<file path="src/ycbcr420sp_to_bgr_converter_core_assert.svh">
// Assertion macros shared by the converter RTL.
`ifndef YCBCR420SP_TO_BGR_CONVERTER_CORE_ASSERT_SVH
`define YCBCR420SP_TO_BGR_CONVERTER_CORE_ASSERT_SVH

// Same-cycle implication, checked at every rising clock edge outside reset.
`define YCB_ASSERT_IMPL(lbl, clk, rst_n, ante, cons) \
    lbl: assert property (@(posedge clk) disable iff (!(rst_n)) (ante) |-> (cons)) \
        else $error("same-cycle check failed");

// Next-cycle implication, checked at every rising clock edge outside reset.
`define YCB_ASSERT_NEXT(lbl, clk, rst_n, ante, cons) \
    lbl: assert property (@(posedge clk) disable iff (!(rst_n)) (ante) |=> (cons)) \
        else $error("next-cycle check failed");

`endif

</file>
<file path="src/ycb2bgr_pkg.sv">
// Types, constants and helpers of the YCbCr 4:2:0 to BGR converter.
package ycb2bgr_pkg;

    localparam int MAX_DIM  = 4096;
    localparam int CNT_W    = $clog2(MAX_DIM);
    localparam int DIM_W    = 13;
    localparam int CHROMA_W = 9;
    localparam int FIX      = 10;
    localparam int SUM_W    = 21;
    localparam int CFG_IDX_W = 1;

    localparam logic [DIM_W-1:0] FRAME_WIDTH_RST  = DIM_W'(640);
    localparam logic [DIM_W-1:0] FRAME_HEIGHT_RST = DIM_W'(480);

    localparam logic [CFG_IDX_W-1:0] CFG_FRAME_WIDTH  = 1'b0;
    localparam logic [CFG_IDX_W-1:0] CFG_FRAME_HEIGHT = 1'b1;

    typedef logic signed [SUM_W-1:0]    t_sum;
    typedef logic signed [CHROMA_W-1:0] t_chroma;

    localparam t_sum COEF_CR_R = t_sum'(1437);
    localparam t_sum COEF_CR_G = t_sum'(731);
    localparam t_sum COEF_CB_G = t_sum'(352);
    localparam t_sum COEF_CB_B = t_sum'(1816);
    localparam t_chroma CHROMA_OFS = t_chroma'(128);

    typedef struct packed {
        logic [7:0] luma;
        logic [7:0] cb_raw;
        logic [7:0] cr_raw;
    } t_in_word;

    typedef struct packed {
        logic [7:0] blue;
        logic [7:0] green;
        logic [7:0] red;
        logic       row_end;
        logic       frame_end;
    } t_out_word;

    // Last counter position for a programmed dimension; zero acts as one and
    // anything above the maximum acts as the maximum.
    function automatic logic [CNT_W-1:0] last_pos(input logic [DIM_W-1:0] v);
        if (v == '0) begin
            return '0;
        end else if (v > DIM_W'(MAX_DIM)) begin
            return CNT_W'(MAX_DIM - 1);
        end else begin
            return CNT_W'(v - 1'b1);
        end
    endfunction

endpackage

</file>
<file path="src/ycbcr420sp_to_bgr_converter_core.sv">
// Top level of the YCbCr 4:2:0 semi-planar to BGR pixel converter.
// One pixel word in and one BGR word out per clock while i_out_ready is high.
// Pipeline: a product register after the chroma multipliers and a result
// register after the add, floor shift and clamp. Chroma is taken from the
// input word at even columns and reused at odd columns. row_end and frame_end
// follow the programmed frame_width and frame_height (index 0 and 1 on the
// configuration port); a zero dimension acts as one and anything above 4096
// acts as 4096. Counters and held chroma are cleared only by reset.
`include "ycbcr420sp_to_bgr_converter_core_assert.svh"

module ycbcr420sp_to_bgr_converter_core (
    input  logic                               i_clk,
    input  logic                               i_rst_n,
    input  logic                               i_cfg_we,
    input  logic [ycb2bgr_pkg::CFG_IDX_W-1:0]  i_cfg_idx,
    input  logic [ycb2bgr_pkg::DIM_W-1:0]      i_cfg_data,
    input  logic                               i_in_valid,
    output logic                               o_in_ready,
    input  ycb2bgr_pkg::t_in_word              i_in_word,
    output logic                               o_out_valid,
    input  logic                               i_out_ready,
    output ycb2bgr_pkg::t_out_word             o_out_word
);

    logic [ycb2bgr_pkg::CNT_W-1:0] r_col_last;
    logic [ycb2bgr_pkg::CNT_W-1:0] r_row_last;
    logic [ycb2bgr_pkg::CNT_W-1:0] r_col;
    logic [ycb2bgr_pkg::CNT_W-1:0] r_row;
    logic [ycb2bgr_pkg::CNT_W-1:0] n_col;
    logic [ycb2bgr_pkg::CNT_W-1:0] n_row;
    ycb2bgr_pkg::t_chroma          r_held_cb;
    ycb2bgr_pkg::t_chroma          r_held_cr;
    ycb2bgr_pkg::t_chroma          n_held_cb;
    ycb2bgr_pkg::t_chroma          n_held_cr;
    logic                          n_row_end;
    logic                          n_frame_end;

    logic                 r_s1_valid;
    logic [7:0]           r_s1_y;
    ycb2bgr_pkg::t_sum    r_s1_pb;
    ycb2bgr_pkg::t_sum    r_s1_pr;
    ycb2bgr_pkg::t_sum    r_s1_pgr;
    ycb2bgr_pkg::t_sum    r_s1_pgb;
    logic                 r_s1_row_end;
    logic                 r_s1_frame_end;

    logic                   r_out_valid;
    ycb2bgr_pkg::t_out_word r_out_word;

    logic              out_adv;
    logic              in_accept;
    ycb2bgr_pkg::t_sum ys;
    ycb2bgr_pkg::t_sum sum_b;
    ycb2bgr_pkg::t_sum sum_g;
    ycb2bgr_pkg::t_sum sum_r;

    // Floor divide by 1024 and clamp to a byte.
    function automatic logic [7:0] to_channel(input ycb2bgr_pkg::t_sum s);
        logic [ycb2bgr_pkg::SUM_W-ycb2bgr_pkg::FIX-1:0] q;
        q = s[ycb2bgr_pkg::SUM_W-1:ycb2bgr_pkg::FIX];
        if (q[ycb2bgr_pkg::SUM_W-ycb2bgr_pkg::FIX-1]) begin
            return 8'd0;
        end else if (|q[ycb2bgr_pkg::SUM_W-ycb2bgr_pkg::FIX-2:8]) begin
            return 8'd255;
        end else begin
            return q[7:0];
        end
    endfunction

    assign out_adv    = !r_out_valid || i_out_ready;
    assign o_in_ready = !r_s1_valid || out_adv;
    assign in_accept  = i_in_valid && o_in_ready;

    // Configuration registers keep the last position, not the raw size.
    always_ff @(posedge i_clk) begin
        if (!i_rst_n) begin
            r_col_last <= ycb2bgr_pkg::last_pos(ycb2bgr_pkg::FRAME_WIDTH_RST);
            r_row_last <= ycb2bgr_pkg::last_pos(ycb2bgr_pkg::FRAME_HEIGHT_RST);
        end else if (i_cfg_we) begin
            case (i_cfg_idx)
                ycb2bgr_pkg::CFG_FRAME_WIDTH: begin
                    r_col_last <= ycb2bgr_pkg::last_pos(i_cfg_data);
                end
                ycb2bgr_pkg::CFG_FRAME_HEIGHT: begin
                    r_row_last <= ycb2bgr_pkg::last_pos(i_cfg_data);
                end
                default: begin
                end
            endcase
        end
    end

    always_comb begin
        if (!r_col[0]) begin
            n_held_cb = ycb2bgr_pkg::t_chroma'({1'b0, i_in_word.cb_raw})
                        - ycb2bgr_pkg::CHROMA_OFS;
            n_held_cr = ycb2bgr_pkg::t_chroma'({1'b0, i_in_word.cr_raw})
                        - ycb2bgr_pkg::CHROMA_OFS;
        end else begin
            n_held_cb = r_held_cb;
            n_held_cr = r_held_cr;
        end
        // A counter past the last position after a shrink still ends the row.
        n_row_end   = r_col >= r_col_last;
        n_frame_end = n_row_end && (r_row >= r_row_last);
        if (n_row_end) begin
            n_col = '0;
            n_row = n_frame_end ? '0 : r_row + 1'b1;
        end else begin
            n_col = r_col + 1'b1;
            n_row = r_row;
        end
    end

    always_ff @(posedge i_clk) begin
        if (!i_rst_n) begin
            r_col     <= '0;
            r_row     <= '0;
            r_held_cb <= '0;
            r_held_cr <= '0;
        end else if (in_accept) begin
            r_col     <= n_col;
            r_row     <= n_row;
            r_held_cb <= n_held_cb;
            r_held_cr <= n_held_cr;
        end
    end

    // Stage 1: chroma products.
    always_ff @(posedge i_clk) begin
        if (!i_rst_n) begin
            r_s1_valid <= 1'b0;
        end else if (o_in_ready) begin
            r_s1_valid <= i_in_valid;
        end
    end

    always_ff @(posedge i_clk) begin
        if (in_accept) begin
            r_s1_y         <= i_in_word.luma;
            r_s1_pb        <= ycb2bgr_pkg::t_sum'(n_held_cb) * ycb2bgr_pkg::COEF_CB_B;
            r_s1_pr        <= ycb2bgr_pkg::t_sum'(n_held_cr) * ycb2bgr_pkg::COEF_CR_R;
            r_s1_pgr       <= ycb2bgr_pkg::t_sum'(n_held_cr) * ycb2bgr_pkg::COEF_CR_G;
            r_s1_pgb       <= ycb2bgr_pkg::t_sum'(n_held_cb) * ycb2bgr_pkg::COEF_CB_G;
            r_s1_row_end   <= n_row_end;
            r_s1_frame_end <= n_frame_end;
        end
    end

    // Stage 2: luma add, floor shift and clamp.
    always_comb begin
        ys    = ycb2bgr_pkg::t_sum'({1'b0, r_s1_y, {ycb2bgr_pkg::FIX{1'b0}}});
        sum_b = ys + r_s1_pb;
        sum_g = ys - r_s1_pgr - r_s1_pgb;
        sum_r = ys + r_s1_pr;
    end

    always_ff @(posedge i_clk) begin
        if (!i_rst_n) begin
            r_out_valid <= 1'b0;
        end else if (out_adv) begin
            r_out_valid <= r_s1_valid;
        end
    end

    always_ff @(posedge i_clk) begin
        if (out_adv && r_s1_valid) begin
            r_out_word.blue      <= to_channel(sum_b);
            r_out_word.green     <= to_channel(sum_g);
            r_out_word.red       <= to_channel(sum_r);
            r_out_word.row_end   <= r_s1_row_end;
            r_out_word.frame_end <= r_s1_frame_end;
        end
    end

    assign o_out_valid = r_out_valid;
    assign o_out_word  = r_out_word;

    `YCB_ASSERT_IMPL(a_frame_end_in_row_end, i_clk, i_rst_n,
        o_out_valid && o_out_word.frame_end, o_out_word.row_end)
    `YCB_ASSERT_NEXT(a_col_wraps, i_clk, i_rst_n,
        in_accept && n_row_end, r_col == '0)
    `YCB_ASSERT_NEXT(a_col_steps, i_clk, i_rst_n,
        in_accept && !n_row_end, r_col == $past(r_col) + 1'b1)
    `YCB_ASSERT_NEXT(a_s1_holds_on_stall, i_clk, i_rst_n,
        r_s1_valid && !out_adv, r_s1_valid && $stable(r_s1_y))

endmodule

</file>
<file path="config.mk">
export PLATFORM = sky130hd
export DESIGN_NAME = ycbcr420sp_to_bgr_converter_core
export DESIGN_NICKNAME = d
export VERILOG_FILES = /design/src/ycb2bgr_pkg.sv /design/src/ycbcr420sp_to_bgr_converter_core.sv
export VERILOG_INCLUDE_DIRS = /design/src /design/src/src
export SDC_FILE = /design/constraint.sdc
export NUM_CORES = 1
export LEC_CHECK = 0
export CORE_AREA = 2 2 212 152
export DETAILED_ROUTE_END_ITERATION = 10
export DIE_AREA = 0 0 214 154
export DONT_BUFFER_PORTS = 1
export SLEW_MARGIN = 10
export SYNTH_ARGS = -nofsm -noshare
export SYNTH_HDL_FRONTEND = slang
export SYNTH_SLANG_ARGS = --single-unit
</file>
<file path="constraint.sdc">
create_clock -name i_clk -period 6.3 [get_ports i_clk]
set_input_delay 0.63 -clock i_clk [delete_from_list [all_inputs] [get_ports i_clk]]
set_output_delay 0.63 -clock i_clk [all_outputs]
set_load 0.01 [all_outputs]
</file>
==> run summary, run 1 <==
Crit share post-route: 92.7%
Worst Path Required: 6.47 ns
Setup tns final: 0 ns
Most used DFF post-synth: edfxtp_1
Die height: 154 um
Clock sink count: 160
Drt pass-1 iters: 5
Ys Warns: 0
Cells after synthesis: 1406
Wire length of the first global-routing pass: 47.9 mm
Slew Limit Fails: 0
Main combinational cell family by area after synthesis: adder cells
CTS Buffer Depth: 2
CTS Hold Bufs: 0
Wire per inst: 15.5 um
Worst Path Arrival: 6.01 ns
Final setup fails: 0
Reg2reg start: r_col[0]
RSZ-0062 raised after global routing: no
DRT antenna net count: 0
Total number of vias: 9370
DR iter-0 viols: 455
Critical Path End Type: flop
Largest net degree at the start of global routing: 68
Mapped Avg Cell Area: 9.75 sq um
Setup bufs post-CTS: 0
Fin crit period: 5.84 ns
Layout cells sized above 1: 4.42%
WL final: 28.7 mm
Peak VDD IR: 0.000244 V
FILL cells: 2858
Root Buffer: clkbuf_16
H-Tree Depth: 4
Synth unique cells: 68
Clock transition at path regs: 0.07 ns
Drt drc: 0
Worst-margin pin slew: 0.869 ns
Worst hold endpoint: r_s1_y[5]
Initial antenna violation count: 2
Initial Utilization: 44.6%
FF-to-FF setup slack: 0.46 ns
Hold Path Stages: 0
DPL Wire Length: 23.5 mm
Die Span X: 214 um
Core Area: 30700 sq um
Hold path start: i_in_word[21]
Compound-gate portion of the synthesized area: 12.4%
Cells on worst reg2reg path: 22
Hold WS: 0.284 ns
Total die area: 33000 sq um
Design Area, Final: 14800 sq um
Top Ports: 71
Post-Synth XOR/XNOR Area: 5.89%
Simple-gate share of the synthesized area: 10.4%
Worst skew pair latency: 0.44 ns
Gr ovfl total: 0
Final Wtd Congestion: 0.874
Aggregate global-route resource usage: 18.3%
Netlist Area Pre-Place: 13700 sq um
Layout area overhead: 8.09%
Class of the worst hold path: in -> reg
Fraction of the mapped netlist area in adder cells: 32.3%
WS Path Type: reg -> reg
Mux cell area share after synthesis: 1.30%
Vias in the first global route: 9315
Max-slew headroom: 42.1%
CTS Buf Count: 17
Placed Area: 14200 sq um
Reg2reg end: r_s1_pgr[17]
Synthesized flop and latch total: 160
Worst Path Max Fanout: 9
Nets: 1759
Post-synth EDFFs: 92
Sequential share of the synthesized area: 30.1%
Final hold vios: 0
Ys async rst share: 0%
Clock skew: 0.0161 ns
CTS tree: yes
Total of max-cap violations: 0
Peak Freq: 171 MHz
Via density: 5.08
Mapped Nets: 1754
Cts repair resizes: 0
Type of origin of the critical path: flop
Pleak: 7.23 nW
Status: complete, no violations
Num rows: 54
# port buffers: 0
Pwr/cell area: 512 nW/um^2
==> through the flow <==
| step | utilization [%] | std cells | power [mW] | setup slack, ns |
|---|---|---|---|---|
| 2_1_floorplan | - | 1406 | 5.51 | 0.208 |
| 3_3_place_gp | 46.2 | 1812 | 6.50 | 0.569 |
| 3_5_place_dp | 46.2 | 1812 | 6.55 | 0.438 |
| 4_1_cts | 48.2 | 1844 | 7.67 | 0.416 |
| 5_1_grt | 48.2 | 1846 | 8.45 | 0.0292 |
| 6_report | 48.2 | 1846 | 7.59 | 0.457 |
==> worst max-delay path by stage <==
stage | start | to | slack [ns] | cells past startpoint
after global placement | r_col[0] | r_s1_pgr[17] | 0.57 | 22
after global routing | r_col[0] | r_s1_pgr[17] | 0.03 | 22
after floorplan | r_col[0] | r_s1_pgr[17] | 0.21 | 24
after detailed placement | r_col[0] | r_s1_pgr[17] | 0.44 | 22
after CTS | r_col[0] | r_s1_pgr[17] | 0.42 | 22
final | r_col[0] | r_s1_pgr[17] | 0.46 | 22
==> report_power, final <==
group | switching [mW] | internal [mW] | leakage (nW) | total, mW
clock | 0.456 | 0.609 | 0.300 | 1.07
combinational | 2.66 | 2.12 | 5.48 | 4.78
sequential | 0.133 | 1.61 | 1.45 | 1.74
==> final cells by class <==
cell class,count,area (sq um),share of cell area (%)
timing repair buffer,8,60.1,0.405
multi-input combinational,969,8540,57.6
inverter,255,958,6.47
clock buffer,21,492,3.32
sequential,160,4120,27.8
antenna,2,5.00,0.0338
clock inverter,11,115,0.777
tap,420,526,3.55
==> kinds of logic after synthesis <==
group,Yosys count
compound gates,253
xor+xnor,90
fa+ha+maj,307
buf+inv,277
flops,160
mux,17
simple gates,302
==> flip-flops by register name, indices dropped and copies added, names as in the netlist <==
name            cells
r_held_cr           9
r_s1_frame_end      1
r_s1_pgb           14
r_s1_pr            12
r_s1_pb            11
r_s1_y              8
r_row_last         12
r_s1_valid          1
r_s1_row_end        1
r_s1_pgr           19
r_row              12
r_held_cb           9
o_out_word         26
o_out_valid         1
r_col_last         12
r_col              12
==> critical path, stage by stage, from the launching register on <==
cell and delay [ns]:
dfxtp_1 0.59, mux2i_1 0.31, inv_1 0.19, ha_1 0.43, inv_1 0.08, fa_1 0.56, inv_1 0.06, ha_1 0.28
inv_1 0.06, fa_1 0.53, inv_1 0.04, ha_1 0.28, ha_1 0.23, fa_1 0.41, a21o_1 0.17, a21oi_1 0.21
o21bai_1 0.09, a21oi_1 0.22, nor2b_1 0.10, o2111ai_1 0.18, nand3_1 0.14, o41ai_2 0.30, xnor2_1 0.11
==> cells in the mapped netlist, types with 8 or more instances <==
master    instances  area, sq um
a21boi_0          9         67.6
a21o_1           18          135
a21oi_1          61          305
a31oi_1           8         50.1
and2_1           11         68.8
and3_1           10         62.6
clkbuf_1         16         60.1
dfxtp_1          68         1360
edfxtp_1         92         2760
fa_1             78         1560
ha_1            227         2840
inv_1           252          946
mux2i_1          10          100
nand2_1         100          375
nand2b_1          9         56.3
nand3_1          30          150
nand4_1           8         50.1
nor2_1           73          274
nor2b_1          14         87.6
nor3_1           17         85.1
o211a_1          12          120
o211ai_1         21          158
o21a_1           25          188
o21ai_0          13         65.1
o21ai_1          40          200
o21bai_1          8         60.1
o31ai_1           8         60.1
xnor2_1          59          517
xor2_1           30          263
==> layout by cell type (no fill, tap or decap), drive strengths merged, types with 3 or more instances in the layout <==
master,netlist,final
inv,255,260
ha,227,227
nand2,101,101
edfxtp,92,92
fa,78,78
nor2,73,73
dfxtp,68,68
a21oi,63,63
xnor2,59,59
o21ai,53,53
xor2,31,31
nand3,30,30
o21a,25,25
o211ai,21,21
clkbuf,16,21
a21o,18,18
nor3,17,17
nor2b,14,14
a21boi,13,13
o211a,12,12
and2,11,11
mux2i,10,10
and3,10,10
nand2b,9,9
o21bai,8,8
a31oi,8,8
o31ai,8,8
nand4,8,8
buf,6,8
mux2,7,7
or4,7,7
nor4,6,6
or2,5,5
o31a,4,4
clkinv,0,4
a211o,3,3
or3,3,3
o21ba,3,3
==> routing by layer <==
layer | up-vias | track usage, % | part of all wire (%)
met1 | 4437 | 25.6 | 51
li1 | 4794 | - | -
met5 | - | 0 | 0
met2 | 117 | 29.1 | 44
met3 | 22 | 3.34 | 3.7
met4 | 0 | 4.83 | 1.0
Note: power is estimated with default switching activity, not from simulation.
==> run 2, diff against run 1 <==
- RECOVER_POWER: not set -> 50
==> run 2 against run 1 <==
  * The flow now finishes with violations (max-capacitance violations, max-slew violations)
  * Clock-buffer cell count is the same
  * Sequential share of layout area is essentially flat
  * Via count shrank 0.14%
  * Critical path depth shrank 2
  * Register-to-register slack is essentially flat
  * Core utilization is essentially flat
  * Total power is essentially flat
  * Wire length shrank 0.21%
  * Worst hold slack is essentially flat
  * Final cell count is the same
  * Clock power is essentially flat
  * Critical endpoint is now r_s1_pr[16]
==> run summary, run 2 (synthesis gave the netlist of run 1 again) <==
Status: complete, but fails checks
Failing checks: max-capacitance violations, max-slew violations
Max-slew headroom: -11.1%
Peak Freq: 171 MHz
CTS Buffer Depth: 2
Fin util: 48.2%
DP Worst Slack: 0.438 ns
Initial Utilization: 44.6%
Clock power share: 14.0%
H-Tree Depth: 4
Peak VDD IR: 0.000244 V
CP max stage cell: dfxtp_1
DPL Wire Length: 23.5 mm
Most frequent cells in the layout: 253 x inv_1, 227 x ha_1, 101 x nand2_1
# port buffers: 0
Clock sink count: 160
Num rows: 54
Class of the worst hold path: in -> reg
Cell family with most CP delay: adder cells
Drt pass-1 iters: 5
Largest net degree at the start of global routing: 68
Total number of vias: 9357
Initial antenna violation count: 2
Pleak: 7.21 nW
WL final: 28.6 mm
CTS tree: yes
FILL cells: 2858
Die height: 154 um
Cell internal pwr: 4.34 mW
Vias in the first global route: 9315
RSZ-0062 raised after global routing: no
Layout cells sized above 1: 4.00%
DR iter-0 viols: 432
Top Ports: 71
Final hold vios: 0
Design Power: 7.59 mW
CTS Buf Count: 17
Aggregate global-route resource usage: 18.3%
Nets: 1759
CP cell instances: inv_1 > nand2_1 > o21a_1 > xnor2_1 > ha_1 > or2_1 > fa_1 > inv_1 > fa_1 > inv_1 > fa_1 > ha_1 > ha_1 > and2_1 > o21ai_0 > o211ai_1 > and3_1 > o21a_1 > or3_1 > nor2b_1
Via density: 5.07
Clock skew: 0.0156 ns
Setup bufs post-CTS: 0
Setup tns final: 0 ns
Most common cell after layout, fill and taps aside: inv_1
Crit share post-route: 92.7%
Wire length of the first global-routing pass: 47.9 mm
Comb pwr share: 63.0%
Die Span X: 214 um
Cts repair resizes: 0
Core Area: 30700 sq um
Fin crit period: 5.84 ns
Final setup fails: 0
Slowest stage delay, CP: 0.58 ns
Critical Path End Type: flop
Total die area: 33000 sq um
Worst-margin pin slew: 1.67 ns
Worst Path Arrival: 6.03 ns
Worst Path Max Fanout: 9
Clock transition at path regs: 0.07 ns
Drt drc: 0
WP buf/inv: 3
Register area: 4120 sq um
Seq pwr share: 23.0%
CTS Hold Bufs: 0
Root Buffer: clkbuf_16
Sw Share: 42.8%
Final Wtd Congestion: 0.874
Worst Path Required: 6.49 ns
Largest register FFs: 26
FF-to-FF setup slack: 0.46 ns
Type of origin of the critical path: flop
DRT antenna net count: 0
Layout area overhead: 7.99%
Multi-input gate area: 8540 sq um
WS Path Type: reg -> reg
Pwr/cell area: 512 nW/um^2
Total of max-cap violations: 2
Worst skew pair latency: 0.44 ns
Wire per inst: 15.5 um
Gr ovfl total: 0
Slew Limit Fails: 95
Psw: 3.25 mW
Final worst setup slack: 0.459 ns
-- run 2: changes by cell type in the layout (fill, tap and decap cells not counted), moves of 3 or more --
cell,change
buf_4,-3
o21ai_0,+5
and2_1,-4
o21ai_1,-5
and2_0,+4
-- run 2: worst paths after layout --
| check | start | to | depth (start not counted) |
|---|---|---|---|
| setup / recovery | r_col[0] | r_s1_pr[16] | 20 |
| hold / removal | i_in_word[21] | r_s1_y[5] | 0 |
| setup reg to reg | r_col[0] | r_s1_pr[16] | 20 |
| hold reg to reg | r_s1_frame_end | o_out_word[0] | 0 |
-- run 2: power by group through the flow --
stage                     logic, mW  clock network, mW  registers (mW)
final                          4.78               1.07            1.74
after global routing           5.54               1.14            1.77
after CTS                      4.83               1.09            1.75
after detailed placement       4.78                  0            1.77
after global placement         4.73                  0            1.77
after floorplan                3.79                  0            1.72
-- run 2: per-stage QoR --
stage                     instance area [sq um]  hold slack, ns  instances
after floorplan                           13700           0.400       1406
after global placement                    14200           0.446       1812
after detailed placement                  14200           0.454       1812
after CTS                                 14800           0.260       1844
after global routing                      14800           0.255       1846
final                                     14800           0.284       1846
-- run 2: area by class of cell --
class	instances	share of cell area [%]
Tap cell	420	3.55
Sequential cell	160	27.9
Antenna cell	2	0.0338
Inverter	255	6.47
Multi-Input combinational cell	969	57.7
Clock inverter	11	0.777
Timing Repair Buffer	8	0.338
Clock buffer	21	3.32
-- run 2: metal layers --
metal  vias to the layer above  global-route usage, %  share of wire [%]
met1                      4413                   25.6                 51
li1                       4792                      -                  -
met3                        22                   3.34                3.5
met4                         0                   4.83                1.0
met2                       130                   29.1                 44
met5                         -                      0                  0
==> run 3, diff against run 2 <==
- CTS_BUF_LIST: not set -> sky130_fd_sc_hd__clkbuf_4 sky130_fd_sc_hd__clkbuf_8
==> run 3 against run 2 <==
  * The run still ends with max-capacitance violations, max-slew violations left
  * Register-to-register slack improved by 0.02 ns
  * Clock skew rose by 0.0012 ns
  * Critical path depth did not move
  * Sequential share of layout area rose by 0.36 points
  * Final cell count barely moved
  * Critical endpoint unchanged
  * Largest cell class unchanged
==> run summary, run 3 (synthesis gave the netlist of run 1 again) <==
Die height: 154 um
Seq pwr share: 23.8%
Total of max-cap violations: 2
Core Area: 30700 sq um
Worst hold endpoint: r_s1_y[5]
Most common cell after layout, fill and taps aside: inv_1
Status: complete, but fails checks
WS Path Type: reg -> reg
Total die area: 33000 sq um
Largest register FFs: 26
Die Span X: 214 um
Num rows: 54
FF-to-FF setup slack: 0.48 ns
DPL Wire Length: 23.5 mm
Setup bufs post-CTS: 0
Layout area overhead: 6.62%
Final Wtd Congestion: 0.874
Worst Path Required: 6.55 ns
H-Tree Depth: 4
DRT antenna net count: 0
Failing checks: max-capacitance violations, max-slew violations
CTS Hold Bufs: 0
Global routing usage on met1: 25.6%
Design Area, Final: 14600 sq um
Top Ports: 71
Crit share post-route: 92.4%
Most frequent cells in the layout: 253 x inv_1, 227 x ha_1, 101 x nand2_1
Comb pwr share: 65.1%
CTS Buffer Depth: 2
Aggregate global-route resource usage: 18.3%
Drt drc: 0
Cts repair resizes: 0
Fin crit period: 5.82 ns
Peak Freq: 172 MHz
Cells on worst reg2reg path: 20
Wire length of the first global-routing pass: 47.8 mm
Worst Path Arrival: 6.07 ns
Worst skew pair latency: 0.48 ns
Final hold vios: 0
Clock sink count: 160
Drt pass-1 iters: 5
Most used routing layer: met2
Pwr/cell area: 502 nW/um^2
Worst Path Max Fanout: 9
Peak VDD IR: 0.000250 V
CTS Buf Count: 17
Initial Utilization: 44.6%
Via density: 5.06
FILL cells: 2894
Hold Path Stages: 0
CTS tree: yes
Wire per inst: 15.5 um
Cell internal pwr: 4.12 mW
DR iter-0 viols: 438
Placed Area: 14200 sq um
Met3 GRT Util: 3.48%
Worst-margin pin slew: 1.67 ns
Total number of vias: 9335
Psw: 3.21 mW
Sw Share: 43.8%
Vias in the first global route: 9279
Root Buffer: clkbuf_8
Type of origin of the critical path: flop
WL final: 28.7 mm
Hold path start: i_in_word[21]
Clock skew: 0.0168 ns
Largest net degree at the start of global routing: 68
Initial antenna violation count: 1
Gr ovfl total: 0
Clock power share: 11.2%
Class of the worst hold path: in -> reg
Final setup fails: 0
Slew Limit Fails: 95
Max-slew headroom: -11.2%
# port buffers: 0
Reg2reg start: r_col[0]
Nets: 1759
Met2 usage: 29.1%
Layout cells sized above 1: 4.00%
Pleak: 7.13 nW
Clock transition at path regs: 0.10 ns
Critical Path End Type: flop
Reg2reg end: r_s1_pr[16]
RSZ-0062 raised after global routing: no
Setup tns final: 0 ns
## run 3: area by class of cell
type	count	area, sq um	area share [%]
clock buffers	20	275	1.88
multi-input cells	969	8540	58.4
repair buffers	8	50.0	0.342
inverters	255	958	6.56
well taps	420	526	3.59
diodes	1	2.50	0.0171
clock inverters	12	145	0.993
flip-flops and latches	160	4120	28.2
## run 3: power groups by stage
stage	sequential [mW]	combinational, mW	clock [mW]
after global routing	1.77	5.54	0.889
after detailed placement	1.77	4.78	0
after CTS	1.75	4.83	0.843
final	1.74	4.78	0.818
after floorplan	1.72	3.79	0
after global placement	1.77	4.73	0
## run 3: metrics by stage
step | power, mW | hold WS, ns | util [%] | setup slack, ns | cells
2_1_floorplan | 5.51 | 0.400 | - | 0.208 | 1406
3_3_place_gp | 6.50 | 0.446 | 46.2 | 0.569 | 1812
3_5_place_dp | 6.55 | 0.454 | 46.2 | 0.438 | 1812
4_1_cts | 7.42 | 0.199 | 47.6 | 0.412 | 1844
5_1_grt | 8.19 | 0.191 | 47.5 | 0.0405 | 1845
6_report | 7.34 | 0.238 | 47.5 | 0.476 | 1845
## run 3: worst max-delay path, stage by stage (launching register included)
cell	delay, ns
dfxtp_1	0.59
inv_1	0.27
nand2_1	0.16
o21a_1	0.30
xnor2_1	0.16
ha_1	0.23
or2_1	0.27
fa_1	0.51
inv_1	0.05
fa_1	0.49
inv_1	0.05
fa_1	0.47
ha_1	0.30
ha_1	0.35
and2_1	0.17
o21ai_0	0.19
o211ai_1	0.18
and3_1	0.24
o21a_1	0.19
or3_1	0.29
nor2b_1	0.13
## run 3: per-layer routing
| metal | share of wire, % | vias to the layer above |
|---|---|---|
| met4 | 1.2 | 0 |
| met5 | 0 | - |
| li1 | - | 4782 |
| met3 | 3.7 | 20 |
| met2 | 44 | 111 |
| met1 | 51 | 4422 |
## run 3: worst max path at each step
stage              from      endpoint  cells after the start
2_1_floorplan  r_col[0]  r_s1_pgr[17]                     24
3_3_place_gp   r_col[0]  r_s1_pgr[17]                     22
3_5_place_dp   r_col[0]  r_s1_pgr[17]                     22
4_1_cts        r_col[0]  r_s1_pgr[17]                     22
5_1_grt        r_col[0]  r_s1_pgr[17]                     22
6_report       r_col[0]   r_s1_pr[16]                     20
